$ cat src/design/hsv_pkg.sv
// shared types, constants and the divider step for the rgb to hsv converter
// no dependencies; every other design file imports this package
package hsv_pkg;

   // fixed point scales
   localparam int HUE_UNITS    = 64;
   localparam int HUE_SECTOR   = 60 * HUE_UNITS;
   localparam int HUE_FULL     = 360 * HUE_UNITS;
   localparam int SAT_ONE_LOG2 = 12;

   // field widths
   localparam int CHAN_W = 8;
   localparam int HUE_W  = 15;
   localparam int SAT_W  = 13;

   // divider: numerators below 2**NUM_W, quotients need QUO_W bits
   localparam int NUM_W     = 20;
   localparam int QUO_W     = 13;
   localparam int DIV_STEPS = QUO_W;

   // queue between front and back
   localparam int FIFO_DEPTH = 2;
   localparam int FIFO_AW    = $clog2(FIFO_DEPTH);

   // accept to result strobe: queue, divider load, steps, output register
   localparam int PIPE_LAT = DIV_STEPS + 3;

   typedef enum logic [1:0] {
      SECTOR_RED   = 2'd0,
      SECTOR_GREEN = 2'd1,
      SECTOR_BLUE  = 2'd2
   } sector_type;

   // one classified item
   typedef struct packed {
      logic [CHAN_W-1:0] value;  // largest channel
      logic [CHAN_W-1:0] delta;  // max minus min
      logic [CHAN_W-1:0] mag;    // magnitude of the hue channel difference
      logic              neg;    // hue channel difference is negative
      sector_type        sector;
   } entry_type;

   typedef struct packed {
      logic full;
      logic not_empty;
   } fifo_stat_type;

   typedef struct packed {
      logic [CHAN_W-1:0] rem;
      logic [QUO_W-1:0]  nq;   // numerator bits on top, quotient bits shift in below
   } div_type;

   // one restoring division step, one quotient bit
   function automatic div_type div_step(input div_type cur, input logic [CHAN_W-1:0] dvs);
      logic [CHAN_W:0] sh;
      logic            ge;
      div_type         res;
      sh      = {cur.rem, cur.nq[QUO_W-1]};
      ge      = (sh >= {1'b0, dvs});
      res.rem = ge ? CHAN_W'(sh - {1'b0, dvs}) : sh[CHAN_W-1:0];
      res.nq  = {cur.nq[QUO_W-2:0], ge};
      return res;
   endfunction

endpackage

$ cat src/design/hsv_front.sv
// front end: takes a pixel, finds max, min and hue sector, builds a queue entry
// depends on hsv_pkg
module hsv_front import hsv_pkg::*; (
   input  logic              start,
   output logic              busy,
   input  logic [CHAN_W-1:0] req_red,
   input  logic [CHAN_W-1:0] req_green,
   input  logic [CHAN_W-1:0] req_blue,
   input  fifo_stat_type     fifo_stat,
   output logic              push,
   output entry_type         push_data
);

   logic [CHAN_W-1:0] mx;
   logic [CHAN_W-1:0] mn;
   logic [CHAN_W-1:0] a;
   logic [CHAN_W-1:0] b;

   assign busy = fifo_stat.full;
   assign push = start && !fifo_stat.full;

   always_comb begin
      // ties go to red, then green
      if (req_red >= req_green && req_red >= req_blue) begin
         push_data.sector = SECTOR_RED;
         mx = req_red;
         a  = req_green;
         b  = req_blue;
      end else if (req_green >= req_blue) begin
         push_data.sector = SECTOR_GREEN;
         mx = req_green;
         a  = req_blue;
         b  = req_red;
      end else begin
         push_data.sector = SECTOR_BLUE;
         mx = req_blue;
         a  = req_red;
         b  = req_green;
      end
      mn = req_red;
      if (req_green < mn) mn = req_green;
      if (req_blue < mn) mn = req_blue;
      push_data.value = mx;
      push_data.delta = mx - mn;
      push_data.neg   = (a < b);
      push_data.mag   = (a < b) ? (b - a) : (a - b);
   end

endmodule

$ cat src/design/hsv_fifo.sv
// two entry queue of classified items between front and back
// depends on hsv_pkg
module hsv_fifo import hsv_pkg::*; (
   input  logic          clock,
   input  logic          reset,
   input  logic          push,
   input  entry_type     push_data,
   input  logic          pop,
   output entry_type     head,
   output fifo_stat_type stat
);

   entry_type          mem_ff [FIFO_DEPTH];
   logic [FIFO_AW-1:0] wr_ptr_ff, wr_ptr_in;
   logic [FIFO_AW-1:0] rd_ptr_ff, rd_ptr_in;
   logic [FIFO_AW:0]   count_ff, count_in;
   logic               do_pop;

   assign do_pop         = pop && (count_ff != '0);
   assign stat.full      = (count_ff == (FIFO_AW+1)'(FIFO_DEPTH));
   assign stat.not_empty = (count_ff != '0);
   assign head           = mem_ff[rd_ptr_ff];

   always_comb begin
      wr_ptr_in = push ? FIFO_AW'(wr_ptr_ff + 1'b1) : wr_ptr_ff;
      rd_ptr_in = do_pop ? FIFO_AW'(rd_ptr_ff + 1'b1) : rd_ptr_ff;
      count_in  = count_ff + (FIFO_AW+1)'(push) - (FIFO_AW+1)'(do_pop);
   end

   always_ff @(posedge clock) begin
      if (reset) begin
         wr_ptr_ff <= '0;
         rd_ptr_ff <= '0;
         count_ff  <= '0;
      end else begin
         wr_ptr_ff <= wr_ptr_in;
         rd_ptr_ff <= rd_ptr_in;
         count_ff  <= count_in;
      end
   end

   always_ff @(posedge clock) begin
      if (push) begin
         mem_ff[wr_ptr_ff] <= push_data;
      end
   end

   a_count_bound: assert property (@(posedge clock) disable iff (reset)
      count_ff <= (FIFO_AW+1)'(FIFO_DEPTH))
      else $error("queue count beyond depth");

   a_no_overflow: assert property (@(posedge clock) disable iff (reset)
      stat.full && !do_pop |=> count_ff == (FIFO_AW+1)'(FIFO_DEPTH) && $stable(wr_ptr_ff))
      else $error("queue written while full");

   a_pop_moves: assert property (@(posedge clock) disable iff (reset)
      do_pop && !push |=> count_ff == $past(count_ff) - 1'b1)
      else $error("queue pop lost");

endmodule

$ cat src/design/hsv_back.sv
// back end: two lockstep restoring dividers, one quotient bit per stage,
// then hue wrap and result register; depends on hsv_pkg
module hsv_back import hsv_pkg::*; (
   input  logic             clock,
   input  logic             reset,
   input  logic             load,
   input  entry_type        load_data,
   output logic             rsp_strobe,
   output logic [HUE_W-1:0] rsp_hue,
   output logic [SAT_W-1:0] rsp_saturation,
   output logic [CHAN_W-1:0] rsp_value
);

   logic      vld_ff [DIV_STEPS+1];
   logic      vld_in [DIV_STEPS+1];
   entry_type ent_ff [DIV_STEPS+1];
   entry_type ent_in [DIV_STEPS+1];
   div_type   hdiv_ff [DIV_STEPS+1];
   div_type   hdiv_in [DIV_STEPS+1];
   div_type   sdiv_ff [DIV_STEPS+1];
   div_type   sdiv_in [DIV_STEPS+1];

   logic [NUM_W-1:0] hnum;
   logic [NUM_W-1:0] snum;

   logic              strobe_ff;
   logic [HUE_W-1:0]  hue_ff, hue_in;
   logic [SAT_W-1:0]  sat_ff, sat_in;
   logic [CHAN_W-1:0] value_ff;

   entry_type         last;
   logic [HUE_W-1:0]  hq;
   logic [HUE_W-1:0]  base;

   // 3840 * mag as two shifts
   assign hnum = {load_data.mag, 12'b0} - {4'b0, load_data.mag, 8'b0};
   assign snum = {load_data.delta, (NUM_W-CHAN_W)'(0)};

   always_comb begin
      vld_in[0]      = load;
      ent_in[0]      = load_data;
      // top numerator bits start in the remainder, below the divisor when it is nonzero
      hdiv_in[0].rem = CHAN_W'(hnum[NUM_W-1:QUO_W]);
      hdiv_in[0].nq  = hnum[QUO_W-1:0];
      sdiv_in[0].rem = CHAN_W'(snum[NUM_W-1:QUO_W]);
      sdiv_in[0].nq  = snum[QUO_W-1:0];
      for (int k = 1; k <= DIV_STEPS; k++) begin
         vld_in[k]  = vld_ff[k-1];
         ent_in[k]  = ent_ff[k-1];
         hdiv_in[k] = div_step(hdiv_ff[k-1], ent_ff[k-1].delta);
         sdiv_in[k] = div_step(sdiv_ff[k-1], ent_ff[k-1].value);
      end
   end

   always_ff @(posedge clock) begin
      if (reset) begin
         for (int k = 0; k <= DIV_STEPS; k++) begin
            vld_ff[k] <= 1'b0;
         end
      end else begin
         for (int k = 0; k <= DIV_STEPS; k++) begin
            vld_ff[k] <= vld_in[k];
         end
      end
   end

   always_ff @(posedge clock) begin
      for (int k = 0; k <= DIV_STEPS; k++) begin
         ent_ff[k]  <= ent_in[k];
         hdiv_ff[k] <= hdiv_in[k];
         sdiv_ff[k] <= sdiv_in[k];
      end
   end

   // sector base, signed term and wrap; zero hue for a zero delta, zero saturation for a zero value
   always_comb begin
      last = ent_ff[DIV_STEPS];
      hq   = HUE_W'(hdiv_ff[DIV_STEPS].nq);
      case (last.sector)
         SECTOR_RED:   base = '0;
         SECTOR_GREEN: base = HUE_W'(2 * HUE_SECTOR);
         SECTOR_BLUE:  base = HUE_W'(4 * HUE_SECTOR);
         default:      base = '0;
      endcase
      if (last.delta == '0) begin
         hue_in = '0;
      end else if (!last.neg) begin
         hue_in = base + hq;
      end else if (hq > base) begin
         hue_in = HUE_W'(HUE_FULL) + base - hq;
      end else begin
         hue_in = base - hq;
      end
      sat_in = (last.value == '0) ? '0 : sdiv_ff[DIV_STEPS].nq;
   end

   always_ff @(posedge clock) begin
      if (reset) begin
         strobe_ff <= 1'b0;
      end else begin
         strobe_ff <= vld_ff[DIV_STEPS];
      end
   end

   always_ff @(posedge clock) begin
      hue_ff   <= hue_in;
      sat_ff   <= sat_in;
      value_ff <= last.value;
   end

   assign rsp_strobe     = strobe_ff;
   assign rsp_hue        = hue_ff;
   assign rsp_saturation = sat_ff;
   assign rsp_value      = value_ff;

   a_hue_range: assert property (@(posedge clock) disable iff (reset)
      strobe_ff |-> hue_ff < HUE_W'(HUE_FULL) && sat_ff <= SAT_W'(1 << SAT_ONE_LOG2))
      else $error("result out of range");

   a_black_unsaturated: assert property (@(posedge clock) disable iff (reset)
      strobe_ff && value_ff == '0 |-> sat_ff == '0 && hue_ff == '0)
      else $error("black pixel with hue or saturation");

   a_load_to_strobe: assert property (@(posedge clock) disable iff (reset)
      vld_ff[0] |-> ##(DIV_STEPS+1) strobe_ff)
      else $error("item lost in divider pipeline");

endmodule

$ cat src/design/rgb_to_hsv_converter_core.sv
// rgb to hsv converter top level: front, queue and divider back end
// path from accept (start high, busy low): queue, load, steps, output register
// throughput: one item per cycle, set by the 13 stage bit-per-stage dividers
// busy rises only when the two entry queue is full; the back end never stalls
// reset (synchronous, active high) empties the queue and clears all valid bits
// depends on hsv_pkg, hsv_front, hsv_fifo, hsv_back
module rgb_to_hsv_converter_core import hsv_pkg::*; (
   input  logic              clock,
   input  logic              reset,
   input  logic              start,
   output logic              busy,
   input  logic [CHAN_W-1:0] req_red,
   input  logic [CHAN_W-1:0] req_green,
   input  logic [CHAN_W-1:0] req_blue,
   output logic              rsp_strobe,
   output logic [HUE_W-1:0]  rsp_hue,
   output logic [SAT_W-1:0]  rsp_saturation,
   output logic [CHAN_W-1:0] rsp_value
);

   // front to queue
   logic          push;
   entry_type     push_data;
   fifo_stat_type fifo_stat;

   // queue to back
   entry_type     head;
   logic          pop;

   // classify: max channel, sector, delta and the signed hue difference
   hsv_front u_front (
      .start     (start),
      .busy      (busy),
      .req_red   (req_red),
      .req_green (req_green),
      .req_blue  (req_blue),
      .fifo_stat (fifo_stat),
      .push      (push),
      .push_data (push_data)
   );

   // the back end takes an item every cycle, so any waiting item is popped
   assign pop = fifo_stat.not_empty;

   hsv_fifo u_fifo (
      .clock     (clock),
      .reset     (reset),
      .push      (push),
      .push_data (push_data),
      .pop       (pop),
      .head      (head),
      .stat      (fifo_stat)
   );

   // hue and saturation quotients, sector base, wrap, result register
   hsv_back u_back (
      .clock          (clock),
      .reset          (reset),
      .load           (pop),
      .load_data      (head),
      .rsp_strobe     (rsp_strobe),
      .rsp_hue        (rsp_hue),
      .rsp_saturation (rsp_saturation),
      .rsp_value      (rsp_value)
   );

   // every accepted item shows up as a result strobe
   a_accept_to_result: assert property (@(posedge clock) disable iff (reset)
      start && !busy |-> ##PIPE_LAT rsp_strobe)
      else $error("accepted item produced no result");

   // the back end drains one item a cycle, so the queue never fills
   a_never_busy: assert property (@(posedge clock) disable iff (reset)
      !busy)
      else $error("queue filled although back end never stalls");

endmodule
$ cat config.mk
export PLATFORM = sky130hd
export DESIGN_NAME = rgb_to_hsv_converter_core
export DESIGN_NICKNAME = d
export VERILOG_FILES = /design/src/design/hsv_pkg.sv /design/src/design/hsv_front.sv /design/src/design/hsv_fifo.sv /design/src/design/hsv_back.sv /design/src/design/rgb_to_hsv_converter_core.sv
export SDC_FILE = /design/constraint.sdc
export NUM_CORES = 1
export LEC_CHECK = 0
export BUFFER_PORTS_ARGS = -buffer_cell sky130_fd_sc_hd__buf_2
export CAP_MARGIN = 25
export CORE_AREA = 3 3 247 249
export CTS_BUF_LIST = sky130_fd_sc_hd__clkbuf_8
export DETAILED_ROUTE_END_ITERATION = 10
export DIE_AREA = 0 0 250 252
export PLACE_DENSITY = 0.75
export SETUP_SLACK_MARGIN = 0.15
export SLEW_MARGIN = 30
export SYNTH_ARGS = -nofsm -noshare
export SYNTH_HDL_FRONTEND = slang
export SYNTH_SLANG_ARGS = --single-unit
$ cat constraint.sdc
create_clock -name clock -period 14.2 [get_ports clock]
set_input_delay 2.84 -clock clock [delete_from_list [all_inputs] [get_ports clock]]
set_output_delay 2.84 -clock clock [all_outputs]
set_load 0.02 [all_outputs]
Word-level counts from Yosys, hierarchy flattened:

Memory sizes are Yosys's and may differ from the RTL's. A register that Yosys moved wholly into a read port is not among the register bits.
Index checks and enable logic that the tools add are counted.

* output and inout bits: 38
* memories kept: 5
* flip-flop bits (word level): 27
* RAM bits: 1034
* logic and storage cells: 165
* input bits: 27

* eq/ne operators: 3
* bitwise gates (word level): 14
* reductions and logical operators: 6
* order comparisons: 33
* muxes and demuxes: 61
* add/subtract/negate cells: 38

Memory list
* u_back.ent_ff: depth 14, width 27, read ports 14, clocked after memory_dff 0, wr ports 14, RTL line hsv_back.sv:16 `entry_type ent_ff [DIV_STEPS+1];`
* u_back.hdiv_ff: depth 14, width 21, read ports 14, clocked after memory_dff 0, wr ports 14, RTL line hsv_back.sv:18 `div_type hdiv_ff [DIV_STEPS+1];`
* u_back.sdiv_ff: depth 14, width 21, read ports 14, clocked after memory_dff 1, wr ports 14, RTL line hsv_back.sv:20 `div_type sdiv_ff [DIV_STEPS+1];`
* u_fifo.mem_ff: depth 2, width 27, read ports 1, clocked after memory_dff 1, wr ports 1, RTL line hsv_fifo.sv:13 `entry_type mem_ff [FIFO_DEPTH];`
* u_back.vld_ff: depth 14, width 1, read ports 14, clocked after memory_dff 1, wr ports 14, RTL line hsv_back.sv:14 `logic vld_ff [DIV_STEPS+1];`

Operators with widths (number)
* $mux 8: 35
* $ge 9x8->1: 26
* $sub 8x8->8: 29
* $mux 15: 2
* $sub 15x13->15: 2
* $pmux 14 s2: 1
* $ge 8x8->1: 3
* $lt 8x8->1: 3
* $mux 1: 21
* $sub 20x16->20: 1
* $logic_not 8->1: 2
* $add 15x13->15: 1
* $add 15x15->15 const A: 1
* $gt 13x15->1: 1
* $or 1x1->1: 14
* $eq 2x2->1 const B: 2
* $mux 2: 2
* $add 1x1->1 const B: 2
* $add 2x1->2: 1
* $eq 2x1->1 const B: 1
* $logic_and 1x1->1: 2
* $reduce_bool 2->1: 1
* $sub 2x1->2: 1
* $logic_not 1->1: 1

Longest topological paths before layout:

An unclocked memory read counts as a cell.

* word-level depth: 7
* depth in mapped cells: 28
* mapped depth without buffers: 27

Cells and area by module:

A second synthesis with hierarchy kept.

* cells, all modules: 3130
* area, all modules: 32234.7 um2

By module, submodules not included
* hsv_back: sequential area each 14273.7 um2, area an instance 27543.9 um2, instances 1, cells an instance 2683
* hsv_front: sequential area each 0.0 um2, area an instance 2396.0 um2, instances 1, cells an instance 340
* hsv_fifo: sequential area each 1721.7 um2, area an instance 2294.7 um2, instances 1, cells an instance 107

Worst setup path after synthesis:

Ideal clock, no wire load.

* path type: input -> register
* from: input req_green[5]
* to: memory u_fifo.mem_ff[0][18] in the netlist's numbering, data pin
* required time: 13.938 ns
* path buffers: 1
* setup slack: 6.718 ns
* library setup time: 0.262 ns
* arrival: 7.220 ns
* cell stages on the path: 23
* cells stage by stage: inv_1 -> ha_1 -> a211oi_1 -> nor2_1 -> nor2_2 -> a2bb2oi_4 -> clkbuf_1 -> a21oi_1 -> ha_1 -> a21o_1 -> a211oi_1 -> nand2_1 -> o31ai_4 -> mux2_2 -> ha_1 -> a21o_1 -> a21o_1 -> a21o_1 -> a21oi_1 -> o21bai_1 -> a21oi_1 -> xnor2_1 -> xnor2_1

RTL lines
* start, declared: RTL line rgb_to_hsv_converter_core.sv:13 `input logic [CHAN_W-1:0] req_green,`
* end, declared: RTL line hsv_fifo.sv:13

==> impl_metrics.env <==
export IMPL_crit_type="in -> reg"
export IMPL_drt_iter0_drc=592
export IMPL_grt_antenna_before_repair=0
export IMPL_multi_input_area_mm2=0.0127
export IMPL_most_frequently_used_flop_master_after_synthesis="sky130_fd_sc_hd__dfxtp_1"
export IMPL_drive_gt1_share_pct=13.9
export IMPL_synth_sequential_area_ratio_pct=53.2
export IMPL_syn_cell_area_mm2=0.0300
export IMPL_critical_path_most_common_cell="sky130_fd_sc_hd__a21o_1"
export IMPL_antenna_cells_inserted=0
export IMPL_clk_path_buf_depth=3
export IMPL_async_flop_share_pct=0
export IMPL_synthDistinctLibCells=53
export IMPL_synth_top_area_share_pct=47.8
export IMPL_synth_ff_latch_count=772
export IMPL_postCtsHoldBufs=0
export IMPL_clock_pin_slew_on_the_worst_setup_and_hold_paths_ns=0.07
export IMPL_result_of_the_run="complete, no violations"
export IMPL_routed_wl_um=48900
export IMPL_synth_edf_count=54
export IMPL_numPortBuffers=64
export IMPL_p_per_area_mw_per_mm2=260
export IMPL_critical_path_required_ns=14.65
export IMPL_die_area_mm2=0.0630
export IMPL_rsz0062_at_grt="no"
export IMPL_die_width_um=250
export IMPL_startpoint_type="input pin"
export IMPL_postSynthNetCount=3025
export IMPL_worstHoldPathType="reg -> reg"
export IMPL_achievable_frequency_mhz=134
export IMPL_setup_worst_path_end_class="flip-flop"
export IMPL_viasPerCell=4.93
export IMPL_cp_slowest_cell="sky130_fd_sc_hd__o31ai_4"
export IMPL_period_needed_ns=7.48
export IMPL_first_global_vias=19014
export IMPL_worst_path_max_fanout=15
export IMPL_filler_cell_count=4807
export IMPL_cts_htree_levels=3
export IMPL_ys_warn_count=0
export IMPL_tritoncts_num_buffers=110
export IMPL_groute_usage_overall_pct=15.7
export IMPL_worst_ir_drop_vdd_mv=0.161
export IMPL_initial_standard_cell_utilization_of_the_core_pct=51.0
export IMPL_final_min_period_over_clock_period_pct=52.6
export IMPL_fp_dieH_um=252
export IMPL_finClkSkew_ns=0.0291
export IMPL_detailroute_via_count=18257
export IMPL_crit_arrival_ns=7.92
export IMPL_first_pass_iteration_count_of_the_detailed_router=5
export IMPL_worst_path_largest_cell_delay_ns=0.46
export IMPL_drt_drc_violations_left=0
export IMPL_endpoints_failing_setup=0
export IMPL_tritoncts_num_sinks=772
export IMPL_detailed_place_hpwl_um=36400
export IMPL_synth_top_cells_by_area="sky130_fd_sc_hd__dfxtp_1 48%, sky130_fd_sc_hd__ha_1 12%, sky130_fd_sc_hd__edfxtp_1 5.4%"
export IMPL_post_cts_setup_buffers=0
export IMPL_max_slew_worst_pin_slew_ns=0.937
export IMPL_final_antenna_net_count=0
export IMPL_leakagePower_nw=15.8
export IMPL_grt_overflow_total=0
export IMPL_maxCapViolCount=0
export IMPL_yosysTopAreaCell="sky130_fd_sc_hd__dfxtp_1"
export IMPL_fin_nets=3183
export IMPL_synthCells=2687
export IMPL_maxSlewHeadroom_pct=37.3
export IMPL_row_count=89
export IMPL_final_max_slew_viol_count=0
export IMPL_fp_coreArea_mm2=0.0589
export IMPL_cts_resized=0
export IMPL_totalPowerFinal_mw=8.73
export IMPL_cts_tree="done"
export IMPL_cts_root_buffer="sky130_fd_sc_hd__clkbuf_8"
export IMPL_syn_area_per_cell_um2=11.2
export IMPL_grt_start_max_net_pins=65
export IMPL_worstSkewPairLatency_ns=0.71
export IMPL_grt_pass1_wl_um=84700
export IMPL_post_drt_wl_per_cell_um=13.2
export IMPL_seq_area_mm2=0.0160
export IMPL_io_pins=65
export IMPL_fin_tns_setup_ns=0
export IMPL_critical_path_cell_chain="buf_2, inv_1, ha_1, a211oi_1, nor2_1, nor2_2, a2bb2oi_4, nor2_1, a21oi_1, ha_1, a21o_1, a211oi_1, nand2_1, o31ai_4, mux2_2, ha_1, a21o_1, a21o_1, a21o_1, a21oi_1, o21bai_1, a21oi_1, xnor2_1, xnor2_1"
export IMPL_place_congestion=0.816
export IMPL_area_delta_synth_final_pct=11.8
export IMPL_report_final_hold_viol_count=0
[kinds of logic after synthesis]
| family | share of synthesized area (%) |
|---|---|
| AO/OA/AOI/OAI | 9.33 |
| multiplexers | 7.75 |
| buffers and inverters | 4.42 |
| AND/OR/NAND/NOR | 7.65 |
| flip-flops | 53.2 |
| adder cells (fa/ha/maj) | 13.7 |
| XOR/XNOR | 3.91 |
[final timing paths]
path / from / endpoint / slack, ns / cells past startpoint
min reg2reg: u_back.sdiv_ff[4][2]$_DFF_P_ / u_back.sdiv_ff[5][3]$_DFF_P_ / 0.30 / 0
min: u_back.sdiv_ff[4][2]$_DFF_P_ / u_back.sdiv_ff[5][3]$_DFF_P_ / 0.30 / 0
max reg2reg: u_back.ent_ff[0][12]$_DFF_P_ / u_back.hdiv_ff[0][37]$_DFF_P_ / 10.95 / 11
max: req_green[5] / u_fifo.mem_ff[1][18]$_DFFE_PP_ / 6.72 / 24
[worst max-delay path, delay by kind of cell]
family	cells	cell delay, ns
multiplexers	1	0.44
adder cells (fa/ha/maj)	3	0.86
XOR/XNOR	2	0.26
AND/OR/NAND/NOR	4	0.55
buffers and inverters	2	0.24
AO/OA/AOI/OAI	12	2.72
[power by group]
part / total, mW / internal, mW / switching (mW)
combinational: 3.58 / 1.75 / 1.83
sequential: 3.42 / 3.08 / 0.346
clock: 1.73 / 0.923 / 0.806
[per-stage QoR]
step | util (%) | hold slack (ns) | worst slack (ns) | cell area (um^2) | std cells
after detailed placement | 53.1 | 0.312 | 6.01 | 31300 | 3506
after global routing | 57.0 | 0.285 | 6.39 | 33600 | 3707
after global placement | 53.1 | 0.310 | 6.09 | 31300 | 3506
after CTS | 57.0 | 0.281 | 6.79 | 33600 | 3707
after floorplan | - | 0.310 | 6.72 | 30000 | 2687
final | 57.0 | 0.298 | 6.72 | 33600 | 3707
[routing by layer]
layer | routed length [um] | GRT usage (%)
met5 | 0 | 0
met4 | 1160 | 6.35
met2 | 25500 | 29.7
met1 | 20400 | 17.2
met3 | 1810 | 3.00
[layout by cell type, fill, tap and decap left out, types with 57 or more instances in the layout]
| cell | n |
|---|---|
| sky130_fd_sc_hd__a21o_1 | 95 |
| sky130_fd_sc_hd__a21oi_1 | 101 |
| sky130_fd_sc_hd__buf_2 | 64 |
| sky130_fd_sc_hd__clkbuf_8 | 134 |
| sky130_fd_sc_hd__dfxtp_1 | 718 |
| sky130_fd_sc_hd__ha_1 | 281 |
| sky130_fd_sc_hd__inv_1 | 369 |
| sky130_fd_sc_hd__mux2_2 | 144 |
| sky130_fd_sc_hd__mux2i_1 | 69 |
| sky130_fd_sc_hd__nand2_1 | 66 |
| sky130_fd_sc_hd__nand2b_1 | 57 |
| sky130_fd_sc_hd__nor2_1 | 167 |
| sky130_fd_sc_hd__nor2b_1 | 75 |
| sky130_fd_sc_hd__o21ai_0 | 127 |
| sky130_fd_sc_hd__xnor2_1 | 67 |
| sky130_fd_sc_hd__xor2_1 | 67 |
[cells in the mapped netlist (3+ instances only)]
cell type                  count
sky130_fd_sc_hd__fa_1         30
sky130_fd_sc_hd__and2_1       15
sky130_fd_sc_hd__nand2_1      66
sky130_fd_sc_hd__mux2i_1      69
sky130_fd_sc_hd__edfxtp_1     54
sky130_fd_sc_hd__nor3_1       12
sky130_fd_sc_hd__xnor2_1      67
sky130_fd_sc_hd__buf_2         5
sky130_fd_sc_hd__nand3_1      27
sky130_fd_sc_hd__nand2b_1     57
sky130_fd_sc_hd__o31ai_1       3
sky130_fd_sc_hd__o32ai_1      16
sky130_fd_sc_hd__a31oi_1       3
sky130_fd_sc_hd__a21oi_1     102
sky130_fd_sc_hd__nor2b_1      76
sky130_fd_sc_hd__a21o_1       95
sky130_fd_sc_hd__a211oi_1     10
sky130_fd_sc_hd__o21ai_0     127
sky130_fd_sc_hd__inv_1       329
sky130_fd_sc_hd__a311oi_1      3
sky130_fd_sc_hd__a21boi_0     26
sky130_fd_sc_hd__xor2_1       67
sky130_fd_sc_hd__o21a_1        7
sky130_fd_sc_hd__ha_1        281
sky130_fd_sc_hd__nand4_1      32
sky130_fd_sc_hd__dfxtp_1     718
sky130_fd_sc_hd__mux2_2      144
sky130_fd_sc_hd__or3_1         4
sky130_fd_sc_hd__nor2_1      168
sky130_fd_sc_hd__a21oi_2      23
sky130_fd_sc_hd__o21bai_1      8
sky130_fd_sc_hd__clkbuf_1     16
[flip-flops by register name (all words and copies together) (netlist names), named ones only]
signal	cells
u_back.ent_ff	271
u_back.hdiv_ff	204
u_back.sdiv_ff	187
u_fifo.mem_ff	54
u_back.rsp_hue	15
u_back.vld_ff	14
u_back.rsp_saturation	13
u_back.rsp_value	8
u_fifo.count_ff	2
u_back.rsp_strobe	1
u_fifo.rd_ptr_ff	1
u_fifo.wr_ptr_ff	1
[layout make-up]
type	count	area share, %
sequential	772	47.6
multi-input combinational	1563	37.9
clock buffer	134	5.49
inverter	329	3.68
tap	773	2.88
clock inverter	67	1.34
timing repair buffer	69	1.07
Note: power is estimated with default switching activity, not from simulation.
